`src/rtl/image_convolution_border_clamp_macros.svh`:
```
// Assertion macros for the convolution block
`ifndef IMAGE_CONVOLUTION_BORDER_CLAMP_MACROS_SVH
`define IMAGE_CONVOLUTION_BORDER_CLAMP_MACROS_SVH

// antecedent implies consequent in the same cycle
`define ICBC_ASSERT_NOW(lbl, ante, cons, msg) \
	lbl: assert property (@(posedge clk) disable iff (!arst_n) (ante) |-> (cons)) \
		else $error(msg);

// antecedent implies consequent in the next cycle
`define ICBC_ASSERT_NEXT(lbl, ante, cons, msg) \
	lbl: assert property (@(posedge clk) disable iff (!arst_n) (ante) |=> (cons)) \
		else $error(msg);

`endif

```
`src/rtl/icbc_pkg.sv`:
```
// Shared types and codes for the convolution block
package icbc_pkg;
	localparam int ACC_W = 32;

	localparam logic [1:0] MODE_COEF  = 2'd0;
	localparam logic [1:0] MODE_PIXEL = 2'd1;
	localparam logic [1:0] MODE_DRAIN = 2'd2;

	localparam logic [1:0] REG_ORDER  = 2'd0;
	localparam logic [1:0] REG_WIDTH  = 2'd1;
	localparam logic [1:0] REG_HEIGHT = 2'd2;
	localparam logic [1:0] REG_DIV    = 2'd3;

	localparam logic [7:0] PIX_MAX = 8'd255;

	typedef struct packed {
		logic                    start;
		logic signed [ACC_W-1:0] dividend;
		logic signed [15:0]      divisor;
	} div_req_t;

	typedef struct packed {
		logic       done;
		logic [7:0] pix;
	} div_rsp_t;
endpackage

```
`src/rtl/icbc_div.sv`:
```
// Serial signed divider with truncation and clamp to 0..255
module icbc_div (
	input  logic               clk,
	input  logic               arst_n,
	input  icbc_pkg::div_req_t req,
	output icbc_pkg::div_rsp_t rsp
);
	import icbc_pkg::*;

	localparam int CW = $clog2(ACC_W);

	logic             busy_q;
	logic             done_q;
	logic [CW-1:0]    cnt_q;
	logic [15:0]      rem_q;
	logic [ACC_W-1:0] quo_q;
	logic [15:0]      dmag_q;
	logic             neg_q;
	logic [16:0]      shifted;
	logic             fits;

	assign shifted = {rem_q, quo_q[ACC_W-1]};
	assign fits    = shifted >= {1'b0, dmag_q};

	always_ff @(posedge clk or negedge arst_n) begin
		if (!arst_n) begin
			busy_q <= 1'b0;
			done_q <= 1'b0;
			cnt_q  <= '0;
		end else begin
			done_q <= 1'b0;
			if (req.start) begin
				busy_q <= 1'b1;
				cnt_q  <= '0;
			end else if (busy_q) begin
				cnt_q <= cnt_q + 1'b1;
				if (cnt_q == CW'(ACC_W-1)) begin
					busy_q <= 1'b0;
					done_q <= 1'b1;
				end
			end
		end
	end

	always_ff @(posedge clk) begin
		if (req.start) begin
			rem_q  <= '0;
			quo_q  <= req.dividend[ACC_W-1] ? ACC_W'(-req.dividend) : req.dividend;
			dmag_q <= req.divisor[15] ? 16'(-req.divisor) : req.divisor;
			neg_q  <= req.dividend[ACC_W-1] ^ req.divisor[15];
		end else if (busy_q) begin
			rem_q <= fits ? 16'(shifted - {1'b0, dmag_q}) : shifted[15:0];
			quo_q <= {quo_q[ACC_W-2:0], fits};
		end
	end

	always_comb begin
		rsp.done = done_q;
		if (neg_q && quo_q != '0)
			rsp.pix = 8'd0;
		else if (quo_q > ACC_W'(PIX_MAX))
			rsp.pix = PIX_MAX;
		else
			rsp.pix = quo_q[7:0];
	end
endmodule

```
`config.mk`:
```
export PLATFORM = sky130hd
export DESIGN_NAME = icbc_div
export DESIGN_NICKNAME = d
export VERILOG_FILES = /design/src/rtl/image_convolution_border_clamp_macros.svh /design/src/rtl/icbc_pkg.sv /design/src/rtl/icbc_div.sv
export SDC_FILE = /design/constraint.sdc
export NUM_CORES = 1
export LEC_CHECK = 0
export ABC_AREA = 1
export BUFFER_PORTS_ARGS = -buffer_cell sky130_fd_sc_hd__buf_2
export CAP_MARGIN = 20
export CORE_UTILIZATION = 66
export CTS_BUF_LIST = sky130_fd_sc_hd__clkbuf_4
export DETAILED_ROUTE_END_ITERATION = 7
export GPL_ROUTABILITY_DRIVEN = 0
export GPL_TIMING_DRIVEN = 0
export PLACE_DENSITY = 0.95
export SYNTH_ARGS = -nofsm -noshare
export SYNTH_HDL_FRONTEND = slang
export SYNTH_SLANG_ARGS = --single-unit
```
`constraint.sdc`:
```
create_clock -name clk -period 2.8 [get_ports clk]
set_input_delay 0 -clock clk [delete_from_list [all_inputs] [get_ports clk]]
set_output_delay 0 -clock clk [all_outputs]
set_load 0.02 [all_outputs]
```
==> results of run 1 <==
==> cell families after synthesis <==
group | after synthesis
AO/OA/AOI/OAI | 75
buffers and inverters | 130
AND/OR/NAND/NOR | 431
adder cells (fa/ha/maj) | 21
flip-flops | 72
XOR/XNOR | 39
==> cells in the mapped netlist, types with 3 or more instances <==
cell type / instances
buf_2: 4
nand3_1: 65
nand3b_1: 8
nor3_1: 10
nor2_2: 10
edfxtp_1: 49
a31oi_1: 6
o21ai_0: 44
buf_4: 3
clkbuf_1: 10
ha_1: 20
xnor2_1: 14
nand2_1: 228
nand2_2: 3
dfxtp_1: 16
nand3_2: 3
xor2_1: 25
inv_1: 108
nor2_1: 91
a21oi_1: 10
nand4_1: 8
dfrtp_1: 7
==> path summary, 6_finish.rpt <==
check	startpoint	endpoint	slack, ps	cells after the start
worst max-delay path	quo_q[31]	rem_q[14]	530	11
worst min-delay path	req[33]	quo_q[17]	3	3
worst max register to register	quo_q[31]	rem_q[14]	530	11
worst min register to register	rem_q[12]	rem_q[12]	490	2
max in group asynchronous	arst_n	done_q	2060	3
min in group asynchronous	arst_n	cnt_q[0]	500	3
==> final cells by class <==
type                       instances  area, sq um  share of cell area
tap                              102        127.6             0.02054
timing repair buffer              85        578.1             0.09301
buffer                            20        110.1             0.01772
clock inverter                     5        57.56            0.009261
inverter                         110        412.9             0.06644
clock buffer                      11        82.58             0.01329
sequential                        72         1967              0.3165
multi-input combinational        566         2879              0.4633
==> sequential cells by signal, summed over array words and instances, names as in the netlist <==
register	count
cnt_q	5
neg_q	1
done_q	1
busy_q	1
quo_q	32
rem_q	16
dmag_q	16
==> worst max-delay path, delay by kind of cell (launching register included) <==
kind | cells | cell delay, ps
simple gates | 7 | 740
buf+inv | 1 | 110
compound gates | 1 | 330
flops | 1 | 330
fa+ha+maj | 2 | 700
==> layer usage <==
layer  wire, um  vias to the layer above  share of wire
li1           -                     2656              -
met2       7516                      458           0.48
met5          0                        -              0
met4       1076                        0          0.069
met1       5337                     2562           0.34
met3       1726                      122           0.11
==> stage by stage <==
stage | instance area, sq um | setup slack (ps) | std cells | power, mW
3_5_place_dp | 5814 | 704.9 | 929 | 3.541
2_1_floorplan | 5369 | 1003 | 768 | 3.031
5_1_grt | 6215 | 393.6 | 971 | 4.644
3_3_place_gp | 5787 | 583.0 | 928 | 3.419
4_1_cts | 6215 | 579.0 | 971 | 4.255
6_report | 6215 | 531.2 | 971 | 4.396
==> power breakdown <==
group | internal (mW) | switching [mW] | total [mW] | leakage [nW]
combinational | 0.787 | 1.42 | 2.21 | 2.28
clock | 0.293 | 0.392 | 0.685 | 0.0774
sequential | 1.36 | 0.144 | 1.50 | 0.738
total | 2.44 | 1.96 | 4.40 | 3.09
==> repair_timing <==
action                    in CTS  in global routing
hold endpoints to repair      31                  0
gates resized for setup        0                  0
setup buffers                  0                  0
hold buffers                  26                  0
==> out/metrics.csv, run 1 <==
metric;value;unit
first-pass GRT wire length;25860;um
Routed Wire Length;15660;um
Synth Area in Adders;0.05034;
Die Wd;92.19;um
hold_ws;2.915;ps
largest family of logic cells by synthesized area;simple AND/OR/NAND/NOR gates;
Worst-path clk slew;130;ps
register area share after synthesis;0.3663;
worst min-delay path category;input port to register;
VDD IR max;0.3100;mV
Synth area leaders;edfxtp_1 (27%), nand2_1 (16%), inv_1 (7.6%);
WL/cell;16.12;um
P per Cell Area;707.3;nW/um^2
Via Count;5798;
RSZ-0062 raised after global routing;false;
Avg Cell Area, Syn;6.991;sq um
Mapped Area;5369;sq um
Post-Synthesis Cells;768;
layer with the highest usage;met2;
most common cell after layout, fill and taps aside;nand2_1;
initial antenna violation count;0;
max_cap viols;0;
Clock Latency Late Sink;440;ps
CTS tree;done;
clk buf depth;2;
initial core utilization;0.6877;
clock skew;30.14;ps
Synth cell types;41;
critical path arrival;2610;ps
crit path max fanout;4;
# fillers;488;
xor and xnor fraction of the mapped netlist area;0.06362;
Worst-Margin Slew;873.3;ps
Max Fclk;440.8;MHz
simple-gate portion of the synthesized area;0.3428;
slew margin rel.;0.4172;
status;finished clean;
full die area;8499;sq um
Final Hold Viols;0;
post-synth top area share;0.2741;
Leak;3.093;nW
Total GRT Usage;0.3887;
fin. max-slew vios;0;
largest net degree at the start of global routing;22;
final core utilization;0.7960;
Sink Count;72;
fin nets;936;
Worst EP required;3150;ps
# IOs;60;
Setup crit start kind;register;
met1 Usage GRT;0.4183;
fin crit share;0.8103;
Yosys reg bits;72;
worst-path cell chain;inv_1 > ha_1 > fa_1 > nor2_1 > nor2_1 > o21ai_1 > nand2_1 > nand3_1 > nand3_2 > nand2_1 > nand2_1;
CP Capture Type;register;
hpwl dp;10780;um
CP peak stage delay;440;ps
htree depth;3;
Fin Setup TNS;0;ps
post-synthesis to final-layout area growth;15.75;%
met2 usage;0.6611;
critical path class;register to register;
total grt overflow;0;
antenna cells;0;
GRT met3 Usage;0.09287;
core area;7807;sq um
Net Count, Synth;840;
Async SR Flop Fraction;0.09722;
CTS root buf;clkbuf_4;
vias in the first global route;5904;
count of final setup violators;0;
post-synthesis mux area share;0;
post-route ant nets;0;
DR iter-0 viols;615;
most frequent cells in the layout;nand2_1 (228), inv_1 (108), nor2_1 (91);
Compound-Gate Fraction of Synth Area;0.07947;
cts bufs inserted;9;
share of cells above drive strength 1;0.1254;
Chip Height;92.19;um
yosys synthesis warning count;0;
CP max-delay cell;fa_1;
Site Rows;32;
drt pass-1 iters;8;
IO buf count;58;
Via density;5.971;
post-layout min period;2269;ps
most used cell, CP;nand2_1;
post-synth top area cell;edfxtp_1;
# DRC;0;
number of synthesized flops with an enable pin;49;
ys flop type;edfxtp_1;
Power figures use the tool's default switching activity.
==> run 2: changes to the inputs <==
CORE_UTILIZATION = 55   (was 66)
PLACE_DENSITY = 0.89   (was 0.95)
clock period = 2 ns   (was 2.8 ns; I/O delays follow)
==> out/metrics.csv, run 2 (synthesized netlist as in run 1, its figures left out) <==
metric;value;unit;change
initial antenna violation count;1;;was 0
post-route worst setup slack;-65.12;ps;was 531.2 ps
layer with the highest usage;met2;;unchanged
vias in the first global route;5313;;was 5904
CP Capture Type;output port;;was register
status;complete, but fails checks;;was finished clean
Post-DP Area;5848;sq um;was 5814 sq um
met2 usage;0.5116;;was 0.6611
Max Fclk;484.2;MHz;
fin nets;959;;was 936
worst min-delay path category;input port to register;;unchanged
fin. max-slew vios;0;;unchanged
Final Hold Viols;0;;unchanged
Clock Latency Late Sink;430;ps;was 440 ps
clock skew;29.59;ps;was 30.14 ps
total grt overflow;0;;unchanged
VDD IR max;0.4747;mV;was 0.3100 mV
IO buf count;58;;unchanged
RSZ-0062 raised after global routing;true;;was false
Non-Filler Instances;1022;;was 971
Site Rows;35;;was 32
Via Count;5717;;was 5798
CTS root buf;clkbuf_4;;unchanged
most frequent cells in the layout;nand2_1 (214), inv_1 (100), nor2_1 (85);;was nand2_1 (228), inv_1 (108), nor2_1 (91)
Die Wd;100.8;um;was 92.19 um
count of final setup violators;6;;was 0
fin crit share;1.033;;
WL/cell;15.38;um;was 16.12 um
DR iter-0 viols;494;;was 615
DP Cell Count;956;;was 929
clk buf depth;2;;unchanged
Leak;3.234;nW;was 3.093 nW
failing checks;setup timing;;
Worst EP required;2000;ps;was 3150 ps
# fillers;626;;was 488
# IOs;60;;unchanged
most common cell after layout, fill and taps aside;nand2_1;;unchanged
first-pass GRT wire length;23740;um;was 25860 um
share of cells above drive strength 1;0.1906;;was 0.1254
Chip Height;100.8;um;was 92.19 um
Via density;5.594;;was 5.971
hpwl dp;9947;um;was 10780 um
Setup crit start kind;register;;unchanged
Largest regs;quo_q (32), dmag_q (16), rem_q (16);;unchanged
critical path class;register to output port;;was register to register
DP Worst Slack;-71.64;ps;was 704.9 ps
max_cap viols;0;;unchanged
critical path arrival;2070;ps;was 2610 ps
# DRC;0;;unchanged
cts bufs inserted;9;;unchanged
post-route ant nets;0;;unchanged
htree depth;3;;unchanged
Largest register FFs;32;;unchanged
total power;6.858;mW;was 4.396 mW
slew margin rel.;0.4050;;was 0.4172
Worst-path clk slew;140;ps;was 130 ps
CTS tree;done;;unchanged
met1 Usage GRT;0.3659;;was 0.4183
drt pass-1 iters;5;;was 8
largest net degree at the start of global routing;21;;was 22
Total GRT Usage;0.3004;;was 0.3887
Sink Count;72;;unchanged
post-synthesis to final-layout area growth;26.78;%;was 15.75%
full die area;10160;sq um;was 8499 sq um
Worst-Margin Slew;891.5;ps;was 873.3 ps
post-route design area;6807;sq um;was 6215 sq um
crit path max fanout;6;;was 4
core area;9328;sq um;was 7807 sq um
Routed Wire Length;15720;um;was 15660 um
hold_ws;21.04;ps;was 2.915 ps
post-layout min period;2065;ps;
P per Cell Area;1008;nW/um^2;was 707.3 nW/um^2
GRT met3 Usage;0.06033;;was 0.09287
Top reg by flops;quo_q;;unchanged
initial core utilization;0.5756;;was 0.6877
==> run 2: metrics by stage <==
stage / TNS (ps) / utilization
after floorplan: 0 / -
after global placement: -10100 / 0.6240
after detailed placement: -358.8 / 0.6270
after CTS: -348.3 / 0.6938
after global routing: -1548 / 0.7297
final: -354.8 / 0.7297
==> run 2: worst max-delay path, stage by stage (launching register included) <==
cell and delay (ps):
edfxtp_1 410, nor2_1 110, nand2_1 80, nor2_2 150, nand2_1 90, nor2_2 140, inv_2 70, nor2_4 90
nand3_2 60, and2_4 200, nor2_4 100, buf_6 120
==> run 2: routing by layer <==
layer / part of all wire / wire length [um] / vias to the layer above
met5: 0 / 0 / -
met2: 0.49 / 7762 / 349
met3: 0.093 / 1458 / 56
met1: 0.38 / 6020 / 2604
met4: 0.030 / 479 / 0
li1: - / - / 2708
==> run 2: layout make-up <==
class | instances | area, sq um | area share
Antenna cell | 1 | 2.502 | 0.0003676
Buffer | 19 | 98.84 | 0.01452
Clock buffer | 9 | 67.56 | 0.009926
Clock inverter | 7 | 77.57 | 0.01140
Inverter | 110 | 415.4 | 0.06103
Multi-Input combinational cell | 566 | 3182 | 0.4675
Sequential cell | 72 | 1967 | 0.2890
Tap cell | 129 | 161.4 | 0.02371
Timing Repair Buffer | 109 | 834.6 | 0.1226
==> run 2: worst paths after layout <==
check / startpoint / endpoint / slack, ps / cells after the start
setup / recovery: quo_q[26] / rsp[2] / -70 / 11
hold / removal: req[20] / quo_q[4] / 20 / 3
setup reg to reg: dmag_q[1] / rem_q[9] / 10 / 13
hold reg to reg: rem_q[11] / rem_q[11] / 480 / 2
max in group asynchronous: arst_n / cnt_q[3] / 1160 / 3
min in group asynchronous: arst_n / cnt_q[0] / 550 / 3
==> run 2: power by group <==
group / switching, mW / internal (mW) / leakage (nW)
sequential: 0.246 / 1.90 / 0.738
combinational: 2.16 / 1.57 / 2.42
clock: 0.597 / 0.395 / 0.0789
total: 3.00 / 3.86 / 3.23
==> run 2: what timing repair did <==
item	in CTS	in global routing
endpoints found under the hold margin	40	0
resized for setup	26	57
setup buffers	6	9
hold buffers	35	0
setup endpoints to repair	9	23
pin swaps	6	12
